## config.mk

```make
export PLATFORM = sky130hd
export DESIGN_NAME = rc5_ir_frame_decoder_unit
export DESIGN_NICKNAME = d
export VERILOG_FILES = /design/src/design/rc5d_pkg.sv /design/src/design/rc5d_cfg_regs.sv /design/src/design/rc5d_classify.sv /design/src/design/rc5d_fsm.sv /design/src/design/rc5_ir_frame_decoder_unit.sv
export SDC_FILE = /design/constraint.sdc
export NUM_CORES = 1
export LEC_CHECK = 0
export ABC_AREA = 1
export BUFFER_PORTS_ARGS = -buffer_cell sky130_fd_sc_hd__buf_2
export CORE_MARGIN = 5
export CORE_UTILIZATION = 25
export CTS_CLUSTER_SIZE = 25
export DETAILED_ROUTE_END_ITERATION = 8
export PLACE_DENSITY_LB_ADDON = 0.15
export SLEW_MARGIN = 40
export SYNTH_ARGS = -nofsm -noshare
export SYNTH_HDL_FRONTEND = slang
export SYNTH_SLANG_ARGS = --single-unit
```

## constraint.sdc

```tcl
create_clock -name clk -period 7.37 [get_ports clk]
set_input_delay 0.3685 -clock clk [delete_from_list [all_inputs] [get_ports clk]]
set_output_delay 0.3685 -clock clk [all_outputs]
set_load 0.01 [all_outputs]
```

## src/design/rc5d_pkg.sv

```systemverilog
// Shared types and constants for the RC5 infrared frame decoder.
`timescale 1ns / 1ps
`default_nettype none

package rc5d_pkg;

  // Capture timer width and frame geometry.
  localparam int STAMP_BITS    = 16;
  localparam int FRAME_LENGTH  = 14;
  localparam int TOTAL_BITS    = $clog2(FRAME_LENGTH + 1);
  localparam int START_BITS    = 2;
  localparam int START_PATTERN = 3;
  localparam int CFG_BITS      = 16;
  localparam int CFG_IDX_BITS  = 3;

  // Field positions inside a received frame.
  localparam int CMD_BITS    = 6;
  localparam int ADDR_BITS   = 5;
  localparam int CMD_LSB     = 0;
  localparam int ADDR_LSB    = CMD_LSB + CMD_BITS;
  localparam int TOGGLE_POS  = ADDR_LSB + ADDR_BITS;

  // Configuration register indexes.
  localparam logic [CFG_IDX_BITS-1:0] CFG_SHORT_MIN = 3'd0;
  localparam logic [CFG_IDX_BITS-1:0] CFG_SHORT_MAX = 3'd1;
  localparam logic [CFG_IDX_BITS-1:0] CFG_LONG_MIN  = 3'd2;
  localparam logic [CFG_IDX_BITS-1:0] CFG_LONG_MAX  = 3'd3;
  localparam logic [CFG_IDX_BITS-1:0] CFG_GAP_MIN   = 3'd4;

  // Threshold reset values in timer ticks.
  localparam logic [CFG_BITS-1:0] RST_SHORT_MIN = 16'd444;
  localparam logic [CFG_BITS-1:0] RST_SHORT_MAX = 16'd1333;
  localparam logic [CFG_BITS-1:0] RST_LONG_MIN  = 16'd1334;
  localparam logic [CFG_BITS-1:0] RST_LONG_MAX  = 16'd2222;
  localparam logic [CFG_BITS-1:0] RST_GAP_MIN   = 16'd5000;

  // Pulse symbols: short or long, with the pin level after the edge.
  typedef enum logic [2:0] {
    SYM_SL,
    SYM_SH,
    SYM_LL,
    SYM_LH,
    SYM_BAD
  } sym_t;

  // Threshold register set.
  typedef struct packed {
    logic [CFG_BITS-1:0] short_min;
    logic [CFG_BITS-1:0] short_max;
    logic [CFG_BITS-1:0] long_min;
    logic [CFG_BITS-1:0] long_max;
    logic [CFG_BITS-1:0] gap_min;
  } cfg_t;

  // Classification of one edge.
  typedef struct packed {
    sym_t sym;
    logic rearm;
  } cls_t;

  // Frame produced by one edge, if any.
  typedef struct packed {
    logic                    valid;
    logic [FRAME_LENGTH-1:0] bits;
  } frame_t;

endpackage

`default_nettype wire

```

## src/design/rc5d_cfg_regs.sv

```systemverilog
// Threshold configuration registers of the RC5 decoder.
`timescale 1ns / 1ps
`default_nettype none

module rc5d_cfg_regs
  import rc5d_pkg::*;
(
  input  wire logic                    clk,
  input  wire logic                    rst_n,
  input  wire logic                    cfg_we,
  input  wire logic [CFG_IDX_BITS-1:0] cfg_index,
  input  wire logic [CFG_BITS-1:0]     cfg_wdata,
  output cfg_t                         cfg
);

  cfg_t cfg_r;

  // Register writes; indexes beyond the list are ignored.
  always_ff @(posedge clk) begin
    if (!rst_n) begin
      cfg_r.short_min <= RST_SHORT_MIN;
      cfg_r.short_max <= RST_SHORT_MAX;
      cfg_r.long_min  <= RST_LONG_MIN;
      cfg_r.long_max  <= RST_LONG_MAX;
      cfg_r.gap_min   <= RST_GAP_MIN;
    end else if (cfg_we) begin
      unique case (cfg_index)
        CFG_SHORT_MIN: cfg_r.short_min <= cfg_wdata;
        CFG_SHORT_MAX: cfg_r.short_max <= cfg_wdata;
        CFG_LONG_MIN:  cfg_r.long_min  <= cfg_wdata;
        CFG_LONG_MAX:  cfg_r.long_max  <= cfg_wdata;
        CFG_GAP_MIN:   cfg_r.gap_min   <= cfg_wdata;
        default: ;
      endcase
    end
  end

  assign cfg = cfg_r;

endmodule

`default_nettype wire

```

## src/design/rc5d_classify.sv

```systemverilog
// Pulse length measurement and short/long classification of each edge.
`timescale 1ns / 1ps
`default_nettype none

module rc5d_classify
  import rc5d_pkg::*;
(
  input  wire logic                  clk,
  input  wire logic                  rst_n,
  input  wire logic                  fire,
  input  wire logic [STAMP_BITS-1:0] stamp,
  input  wire logic                  pin,
  input  cfg_t                       cfg,
  output cls_t                       cls
);

  logic [STAMP_BITS-1:0] prev_stamp_r;
  logic                  first_edge_r;
  logic [STAMP_BITS-1:0] pulse_len;
  logic                  is_short;
  logic                  is_long;
  logic                  gap;

  // Previous timestamp; the first edge after reset counts as a huge pulse.
  always_ff @(posedge clk) begin
    if (!rst_n) begin
      prev_stamp_r <= '0;
      first_edge_r <= 1'b1;
    end else if (fire) begin
      prev_stamp_r <= stamp;
      first_edge_r <= 1'b0;
    end
  end

  // Length wraps modulo the timer range; thresholds are zero-extended.
  always_comb begin
    pulse_len = stamp - prev_stamp_r;
    is_short  = !first_edge_r
                && (32'(pulse_len) >= 32'(cfg.short_min))
                && (32'(pulse_len) <= 32'(cfg.short_max));
    is_long   = !first_edge_r && !is_short
                && (32'(pulse_len) >= 32'(cfg.long_min))
                && (32'(pulse_len) <= 32'(cfg.long_max));
    gap       = first_edge_r || (32'(pulse_len) > 32'(cfg.gap_min));

    if (is_short) begin
      cls.sym = pin ? SYM_SH : SYM_SL;
    end else if (is_long) begin
      cls.sym = pin ? SYM_LH : SYM_LL;
    end else begin
      cls.sym = SYM_BAD;
    end
    cls.rearm = gap && !pin;
  end

endmodule

`default_nettype wire

```

## src/design/rc5d_fsm.sv

```systemverilog
// Manchester bit decoder: phase, bit shifter and frame completion.
`timescale 1ns / 1ps
`default_nettype none

module rc5d_fsm
  import rc5d_pkg::*;
(
  input  wire logic clk,
  input  wire logic rst_n,
  input  wire logic fire,
  input  cls_t      cls,
  output frame_t    frame
);

  typedef enum logic [2:0] {
    PH_MID0,
    PH_MID1,
    PH_START0,
    PH_START1,
    PH_IDLE
  } phase_t;

  typedef struct packed {
    phase_t                  phase;
    logic [FRAME_LENGTH-1:0] bits;
    logic [TOTAL_BITS-1:0]   total;
    logic                    done;
    logic [FRAME_LENGTH-1:0] frame;
  } step_t;

  phase_t                  phase_r;
  logic [FRAME_LENGTH-1:0] bits_r;
  logic [TOTAL_BITS-1:0]   total_r;
  logic                    armed_r;

  step_t st0;
  step_t st1;
  step_t st2;
  logic  armed_nxt;

  // One symbol applied to the decoder state.
  function automatic step_t machine_step(step_t st, sym_t s);
    step_t r;
    r       = st;
    r.done  = 1'b0;
    r.frame = '0;
    unique case (st.phase)
      PH_MID0: begin
        r.bits  = {st.bits[FRAME_LENGTH-2:0], 1'b0};
        r.total = st.total + TOTAL_BITS'(1);
        r.phase = (s == SYM_LL) ? PH_MID1 : (s == SYM_SL) ? PH_START0 : PH_IDLE;
      end
      PH_MID1: begin
        r.bits  = {st.bits[FRAME_LENGTH-2:0], 1'b1};
        r.total = st.total + TOTAL_BITS'(1);
        if (r.total == TOTAL_BITS'(START_BITS)
            && r.bits != FRAME_LENGTH'(START_PATTERN)) begin
          r.phase = PH_IDLE;
        end else begin
          r.phase = (s == SYM_LH) ? PH_MID0 : (s == SYM_SH) ? PH_START1 : PH_IDLE;
        end
      end
      PH_START0: r.phase = (s == SYM_SH) ? PH_MID0 : PH_IDLE;
      PH_START1: r.phase = (s == SYM_SL) ? PH_MID1 : PH_IDLE;
      default: begin
        r.bits  = '0;
        r.total = '0;
        r.phase = (s == SYM_SL) ? PH_MID1 : PH_IDLE;
      end
    endcase
    // A full frame is handed out and the decoder starts over.
    if (r.total == TOTAL_BITS'(FRAME_LENGTH)) begin
      r.frame = r.bits;
      r.done  = 1'b1;
      r.bits  = '0;
      r.total = '0;
      r.phase = PH_IDLE;
    end
    return r;
  endfunction

  // The edge symbol runs first when armed; a gap with a low pin then re-arms
  // and applies a short-low symbol on top.
  always_comb begin
    st0       = '{phase: phase_r, bits: bits_r, total: total_r,
                  done: 1'b0, frame: '0};
    st1       = armed_r ? machine_step(st0, cls.sym) : st0;
    armed_nxt = armed_r && !st1.done;
    st2       = st1;
    st2.done  = 1'b0;
    if (cls.rearm) begin
      armed_nxt = 1'b1;
      st2       = machine_step(st1, SYM_SL);
    end
    frame.valid = st1.done || st2.done;
    frame.bits  = st2.done ? st2.frame : st1.frame;
  end

  // Decoder state.
  always_ff @(posedge clk) begin
    if (!rst_n) begin
      phase_r <= PH_IDLE;
      bits_r  <= '0;
      total_r <= '0;
      armed_r <= 1'b0;
    end else if (fire) begin
      phase_r <= st2.phase;
      bits_r  <= st2.bits;
      total_r <= st2.total;
      armed_r <= armed_nxt;
    end
  end

endmodule

`default_nettype wire

```

## src/design/rc5_ir_frame_decoder_unit.sv

```systemverilog
// Top level of the RC5 infrared frame decoder.
// An accepted edge item is held in the input register, classified and decoded
// between the input and result registers, and its frame, if any, is registered
// in the result register. Throughput: one edge item per cycle unless out_stall holds a result.
// Reset: synchronous, active low; clears the decoder, the pipeline and
// restores the threshold registers to their defaults.
`timescale 1ns / 1ps
`default_nettype none

module rc5_ir_frame_decoder_unit
  import rc5d_pkg::*;
(
  input  wire logic                    clk,
  input  wire logic                    rst_n,
  input  wire logic                    in_valid,
  output logic                         in_stall,
  input  wire logic [STAMP_BITS-1:0]   in_edge_stamp,
  input  wire logic                    in_pin_level,
  output logic                         out_valid,
  input  wire logic                    out_stall,
  output logic [ADDR_BITS-1:0]         out_device_address,
  output logic                         out_toggle_bit,
  output logic [CMD_BITS-1:0]          out_command_code,
  input  wire logic                    cfg_we,
  input  wire logic [CFG_IDX_BITS-1:0] cfg_index,
  input  wire logic [CFG_BITS-1:0]     cfg_wdata
);

  logic                    s1_valid_r;
  logic [STAMP_BITS-1:0]   s1_stamp_r;
  logic                    s1_pin_r;
  logic                    out_valid_r;
  logic [FRAME_LENGTH-1:0] out_frame_r;

  logic   can_proc;
  logic   fire;
  logic   advance;
  cfg_t   cfg;
  cls_t   cls;
  frame_t frame;

  // The held item is processed once the result register can take a result.
  assign can_proc = !out_valid_r || !out_stall;
  assign fire     = s1_valid_r && can_proc;
  assign advance  = !s1_valid_r || can_proc;
  assign in_stall = !advance;

  rc5d_cfg_regs u_cfg (
    .clk       (clk),
    .rst_n     (rst_n),
    .cfg_we    (cfg_we),
    .cfg_index (cfg_index),
    .cfg_wdata (cfg_wdata),
    .cfg       (cfg)
  );

  rc5d_classify u_classify (
    .clk   (clk),
    .rst_n (rst_n),
    .fire  (fire),
    .stamp (s1_stamp_r),
    .pin   (s1_pin_r),
    .cfg   (cfg),
    .cls   (cls)
  );

  rc5d_fsm u_fsm (
    .clk   (clk),
    .rst_n (rst_n),
    .fire  (fire),
    .cls   (cls),
    .frame (frame)
  );

  // Input register.
  always_ff @(posedge clk) begin
    if (!rst_n) begin
      s1_valid_r <= 1'b0;
    end else if (advance) begin
      s1_valid_r <= in_valid;
    end
  end

  always_ff @(posedge clk) begin
    if (advance && in_valid) begin
      s1_stamp_r <= in_edge_stamp;
      s1_pin_r   <= in_pin_level;
    end
  end

  // Result register.
  always_ff @(posedge clk) begin
    if (!rst_n) begin
      out_valid_r <= 1'b0;
    end else if (can_proc) begin
      out_valid_r <= fire && frame.valid;
    end
  end

  always_ff @(posedge clk) begin
    if (fire && frame.valid) begin
      out_frame_r <= frame.bits;
    end
  end

  assign out_valid          = out_valid_r;
  assign out_device_address = out_frame_r[ADDR_LSB +: ADDR_BITS];
  assign out_toggle_bit     = out_frame_r[TOGGLE_POS];
  assign out_command_code   = out_frame_r[CMD_LSB +: CMD_BITS];

endmodule

`default_nettype wire

```

==> results.yml, run 1 <==
cells_and_area:
  fillers: 3846
  layout.nets: 1361
  final_util: 0.292
  multi_input_area_um2: 4820
  drive_gt1_frac: 0.118
  final_cells: 1695
  area_growth_pct: 15.4
  diodes: 0
  ff_latch_area_um2: 3280
detailed_routing:
  viasPerCell: 4.63
  drt_iter0_markers: 396
  finalWirelength_mm: 27.2
  drt_first_pass_iters: 5
  postRouteAntennaNets: 0
  wl_per_cell_um: 16.1
  drcViolationCount: 0
  vias: 7851
floorplan:
  core-area_um2: 35600
  fp-row-count: 69
  dieArea_um2: 39900
  ios: 55
  die-width_um: 200
  die_h_um: 200
  start_util: 0.253
cts:
  cts_setup_buffers: 0
  path_clk_slew_ps: 70
  ctsResizeCount: 0
  clock_latency_ps: 430
  cts-root-buf: "clkbuf_16"
  clock_sinks: 149
  ctsHoldBuffers: 0
  cts-htree-levels: 4
  clk_path_buf_depth: 2
  numCtsBuffers: 17
  tritoncts: "built"
global_route:
  antenna_found_initial: 0
  grt-ovfl-total: 0
  grt_usage: 0.140
  grt_pass1_wl_mm: 43.1
  grt_max_degree: 68
  grt_pass1_vias: 7510
synthesis:
  synth_top_family_by_area: "compound AO/OA/AOI/OAI gates"
  yosysTopAreaCellShare: 0.267
  synthAdderAreaFrac: 0.138
  synth_xor_area_frac: 0.0165
  syn_nets: 1328
  async_flop_share: 0
  yosysWarnings: 0
  synthFlopType: "dfxtp_1"
  yosys-top-cells-count: "inv_1 (172), a21oi_1 (170), nand2_1 (167), o21ai_0 (132), dfxtp_1 (120)"
  synth_area_um2: 9000
  synth_edf_count: 29
  synth.most_common_cell: "inv_1"
  synthCells: 1188
  seq_area_frac_synth: 0.364
  synth.largest_area_cell: "dfxtp_1"
  yosys.area_share.simple: 0.150
  synth_seq_cells: 149
  synthDistinctLibCells: 44
  avgSynthCellArea_um2: 7.58
  synth.area.top_cells: "dfxtp_1 (27%), ha_1 (14%), edfxtp_1 (9.7%)"
  muxShareOfSynthArea: 0
  synth_compound_area_frac: 0.229
timing:
  tns_ps: 0
  setup_violations: 0
  hold_viol: 0
  fin_crit_sh: 0.783
  fin_crit_ps: 5770
  worst_slew_pin_slew_ps: 868
  slew_headroom: 0.417
  maxSlewViolCount: 0
  rsz0062_at_grt: "no"
  max_freq_mhz: 173
  clock_skew_ps: 15.7
critical_path:
  arrival_ps: 5830
  crit_top_cell: "nand2_1"
  critPathMaxFanout: 19
  critical_path_class: "register to register"
  required_ps: 7430
  start_kind: "register"
  critPathMaxStageDelay_ps: 450
  cp-end-kind: "register"
  cp_slowest_cell: "inv_1"
placement:
  io_buffers: 54
  dp.cells: 1663
  dp_hpwl_mm: 19.9
  place_congestion: 0.840
job:
  cap_violations: 0
power:
  ir_drop_mv: 0.108
  p_total_mw: 2.54
  power.density_nw_per_um2: 245
  p_leak_nw: 4.42
outcome:
  status: "finished clean"
hold_path:
  holdCritPathClass: "input pin to register"
==> per-stage QoR <==
step           setup WS [ps]  instance area [um2]  hold WS [ps]
5_1_grt                 1000                10400          83.9
4_1_cts                 1570                10400          80.7
3_3_place_gp            1810                 9710           444
6_report                1600                10400           105
2_1_floorplan           2730                 9000           433
3_5_place_dp            1600                 9720           452
==> cells in the final DEF, fill, tap and decap left out, types with 4 or more instances in the layout <==
cell type	n
inv_1	171
a21oi_1	170
nand2_1	167
o21ai_0	132
dfxtp_1	118
ha_1	98
nor2_1	60
buf_2	54
edfxtp_1	29
nand3_1	27
o211ai_1	23
nand4_1	18
clkbuf_16	17
inv_2	15
o21ai_1	12
o21ai_2	12
o22ai_1	12
nand2_2	11
buf_4	9
xnor2_1	8
xor2_1	8
nor3_1	7
bufinv_16	6
nor2_2	4
nand2_4	4
==> worst paths after layout <==
check                         startpoint                          end  slack [ps]  cells after the start
min                    in_edge_stamp[12]               s1_stamp_r[12]         100                      1
min reg2reg  u_classify.prev_stamp_r[12]  u_classify.prev_stamp_r[12]         460                      2
max reg2reg                s1_stamp_r[2]               out_frame_r[0]        1600                     29
max                        s1_stamp_r[2]               out_frame_r[0]        1600                     29
==> critical path, delay by kind of cell (launching register included) <==
kind                     cells  cell delay [ps]
flip-flops                   1              390
AND/OR/NAND/NOR             15             1750
adder cells (fa/ha/maj)      2              730
AO/OA/AOI/OAI                9             1580
buffers and inverters        2              520
XOR/XNOR                     1              430
==> sequential cells by signal (all words and copies together) (netlist names) <==
register                 flops
s1_pin_r                     1
out_frame_r                 12
u_classify.prev_stamp_r     16
s1_valid_r                   1
s1_stamp_r                  16
u_fsm.bits_r                13
u_cfg.cfg                   80
u_fsm.armed_r                1
out_valid                    1
u_fsm.total_r                4
u_classify.first_edge_r      1
u_fsm.phase_r                3
==> routing by layer <==
| layer | vias up | GRT usage | routed length [um] |
|---|---|---|---|
| li1 | 4065 | - | - |
| met1 | 3628 | 0.195 | 13800 |
| met2 | 136 | 0.225 | 12200 |
| met3 | 22 | 0.0225 | 790 |
| met4 | 0 | 0.0375 | 439 |
| met5 | - | 0 | 0 |
==> cell type report <==
| cell class | instances | share of cell area |
|---|---|---|
| sequential | 149 | 0.315 |
| multi-input combinational | 802 | 0.465 |
| tap | 461 | 0.0555 |
| timing repair buffer | 63 | 0.0325 |
| clock inverter | 12 | 0.0218 |
| inverter | 188 | 0.0680 |
| clock buffer | 20 | 0.0421 |
==> power by group <==
part,internal [mW],switching (mW),leakage [nW]
Combinational,0.222,0.419,2.88
Clock,0.637,0.371,0.315
Sequential,0.867,0.0240,1.23
==> cells by family (layout without fill, tap and decap cells) <==
family / count (synthesis) / count (layout)
AND/OR/NAND/NOR: 307 / 307
AO/OA/AOI/OAI: 379 / 379
adder cells (fa/ha/maj): 99 / 99
buffers and inverters: 237 / 283
XOR/XNOR: 17 / 17
flip-flops: 149 / 149
(Power assumes the default switching activity.)
==> run 2: changes to the inputs <==
- clock period: 7.37 -> 5.5 ns (I/O delays scaled with it)
==> run 2 against run 1 <==
Against the previous run:
- critical path depth down 3
- clock power up 24%
- combinational power up 41%
- clock skew down 4.1 ps
- power up 32%
- sequential power up 34%
- global-route usage about the same
- maximum frequency up 13%
- non-clock buffer count up 23
- sequential share of layout area down 0.69 points
- largest cell class unchanged
- highest routed layer unchanged
==> results.yml, run 2 (same netlist as run 1, synthesis figures left out) <==
detailed_routing:
  drt_first_pass_iters: 5
  viasPerCell: 4.55
  drcViolationCount: 0
  vias: 7815
  wl_per_cell_um: 16.0
  finalWirelength_mm: 27.5
  postRouteAntennaNets: 0
  drt_iter0_markers: 531
power:
  ir_drop_mv: 0.155
  intPower_mw: 2.22
  p_total_mw: 3.35
  p_sw_frac: 0.337
  p_leak_nw: 4.51
  p_comb_frac: 0.270
  switchingPower_mw: 1.13
  power.density_nw_per_um2: 316
  pwr-share-clk: 0.374
  pwr-share-seq: 0.356
cts:
  clock_sinks: 149
  clock_latency_ps: 440
  tritoncts: "built"
  clk_path_buf_depth: 2
  cts-root-buf: "clkbuf_16"
  path_clk_slew_ps: 60
  numCtsBuffers: 17
  cts-htree-levels: 4
cells_and_area:
  largest_register_ffs: 80
  layout.nets: 1384
  diodes: 0
  layout_common_cells: "inv_1 (171), a21oi_1 (168), nand2_1 (166)"
  drive_gt1_frac: 0.135
  fin_area_um2: 10600
  final_cells: 1718
  final_common_cell: "inv_1"
  area_growth_pct: 17.9
job:
  cap_violations: 0
global_route:
  grt_usage: 0.140
  grt_max_degree: 76
  antenna_found_initial: 0
  use_met3: 0.0215
  grt-ovfl-total: 0
  grt_pass1_vias: 7459
  top_usage_layer: "met2"
  use_met1: 0.197
  grt_pass1_wl_mm: 43.0
  grtUsageMet2: 0.221
timing:
  maxSlewViolCount: 0
  fin_crit_ps: 5120
  slew_headroom: 0.437
  worst_slew_pin_slew_ps: 843
  clock_skew_ps: 11.6
  setup_violations: 0
  hold_viol: 0
  fin_crit_sh: 0.931
  max_freq_mhz: 195
floorplan:
  dieArea_um2: 39900
  start_util: 0.253
  ios: 55
  fp-row-count: 69
  die_h_um: 200
  die-width_um: 200
  core-area_um2: 35600
critical_path:
  arrival_ps: 5490
  critPathMaxFanout: 16
  start_kind: "register"
  cp-end-kind: "register"
  required_ps: 5870
  critical_path_class: "register to register"
placement:
  place_congestion: 0.832
  dp_hpwl_mm: 19.6
  dp.cells: 1669
  placed_area_um2: 9760
  io_buffers: 54
outcome:
  status: "finished clean"
hold_path:
  holdCritPathClass: "input pin to register"
[run 2: cell types whose count changed in the layout (fill, tap and decap cells not counted), sizes merged, moves of 2 or more]
cell,previous run,this run
dlygate4sd3,0,13
bufinv,6,2
buf,63,73
inv,187,189
clkinv,5,7
[run 2: path summary, 6_finish.rpt]
kind,slack [ps],from,to,cells past startpoint
worst max-delay path,380,s1_stamp_r[3],u_fsm.total_r[2],26
worst min-delay path,30,in_edge_stamp[4],s1_stamp_r[4],1
worst max register to register,380,s1_stamp_r[3],u_fsm.total_r[2],26
worst min register to register,460,u_classify.prev_stamp_r[3],u_classify.prev_stamp_r[3],2
[run 2: routing by layer]
layer	vias up	share of wire
met3	27	0.027
met4	0	0.019
met2	111	0.44
li1	4113	-
met1	3564	0.51
met5	-	0
[run 2: what timing repair did]
action	in CTS	in global routing
resized for setup	0	14
hold buffers	13	0
endpoints found under the setup margin	0	43
buffers inserted	0	4
endpoints found under the hold margin	13	0
[run 2: power by group through the flow]
stage | combinational (mW) | sequential, mW | clock (mW)
3_5_place_dp | 0.884 | 1.22 | 0
3_3_place_gp | 0.881 | 1.22 | 0
5_1_grt | 1.04 | 1.20 | 1.33
6_report | 0.904 | 1.19 | 1.25
2_1_floorplan | 0.606 | 1.20 | 0
4_1_cts | 0.896 | 1.19 | 1.29
[run 2: through the flow]
| step | util | hold slack [ps] | TNS, ps | worst slack, ps |
|---|---|---|---|---|
| finish | 0.298 | 25.1 | 0 | 382 |
| global route | 0.298 | 15.8 | -26.6 | -4.91 |
| CTS | 0.296 | 9.06 | 0 | 19.7 |
| detailed placement | 0.275 | 452 | 0 | 49.6 |
| global placement | 0.274 | 448 | 0 | 162 |
| floorplan | - | 374 | 0 | 859 |
[run 2: cell type report]
cell class	instances	area (um2)
Fill cell	3870	25000
Multi-Input combinational cell	802	4890
Sequential cell	149	3270
Inverter	188	707
Tap cell	461	577
Timing Repair Buffer	86	547
Clock buffer	19	475
Clock inverter	13	143
[run 2: critical path, stage by stage (launching register included)]
cell       delay, ps
edfxtp_1         410
ha_1             400
a21oi_1          180
o21ai_1          110
a21oi_1          130
o21bai_1         100
a21o_1           160
a21oi_1          230
o21ai_2          110
a31oi_2          230
o21ai_2          100
xor2_2           210
buf_4            160
ha_1             260
nand2_1           40
inv_1             60
nand3_1          130
nor3_1           370
nand2_1          160
o2111ai_1        120
nand2_1          130
a21oi_1          150
buf_4            220
inv_1            340
nor3_1           310
nand2_1           90
a21oi_1          120
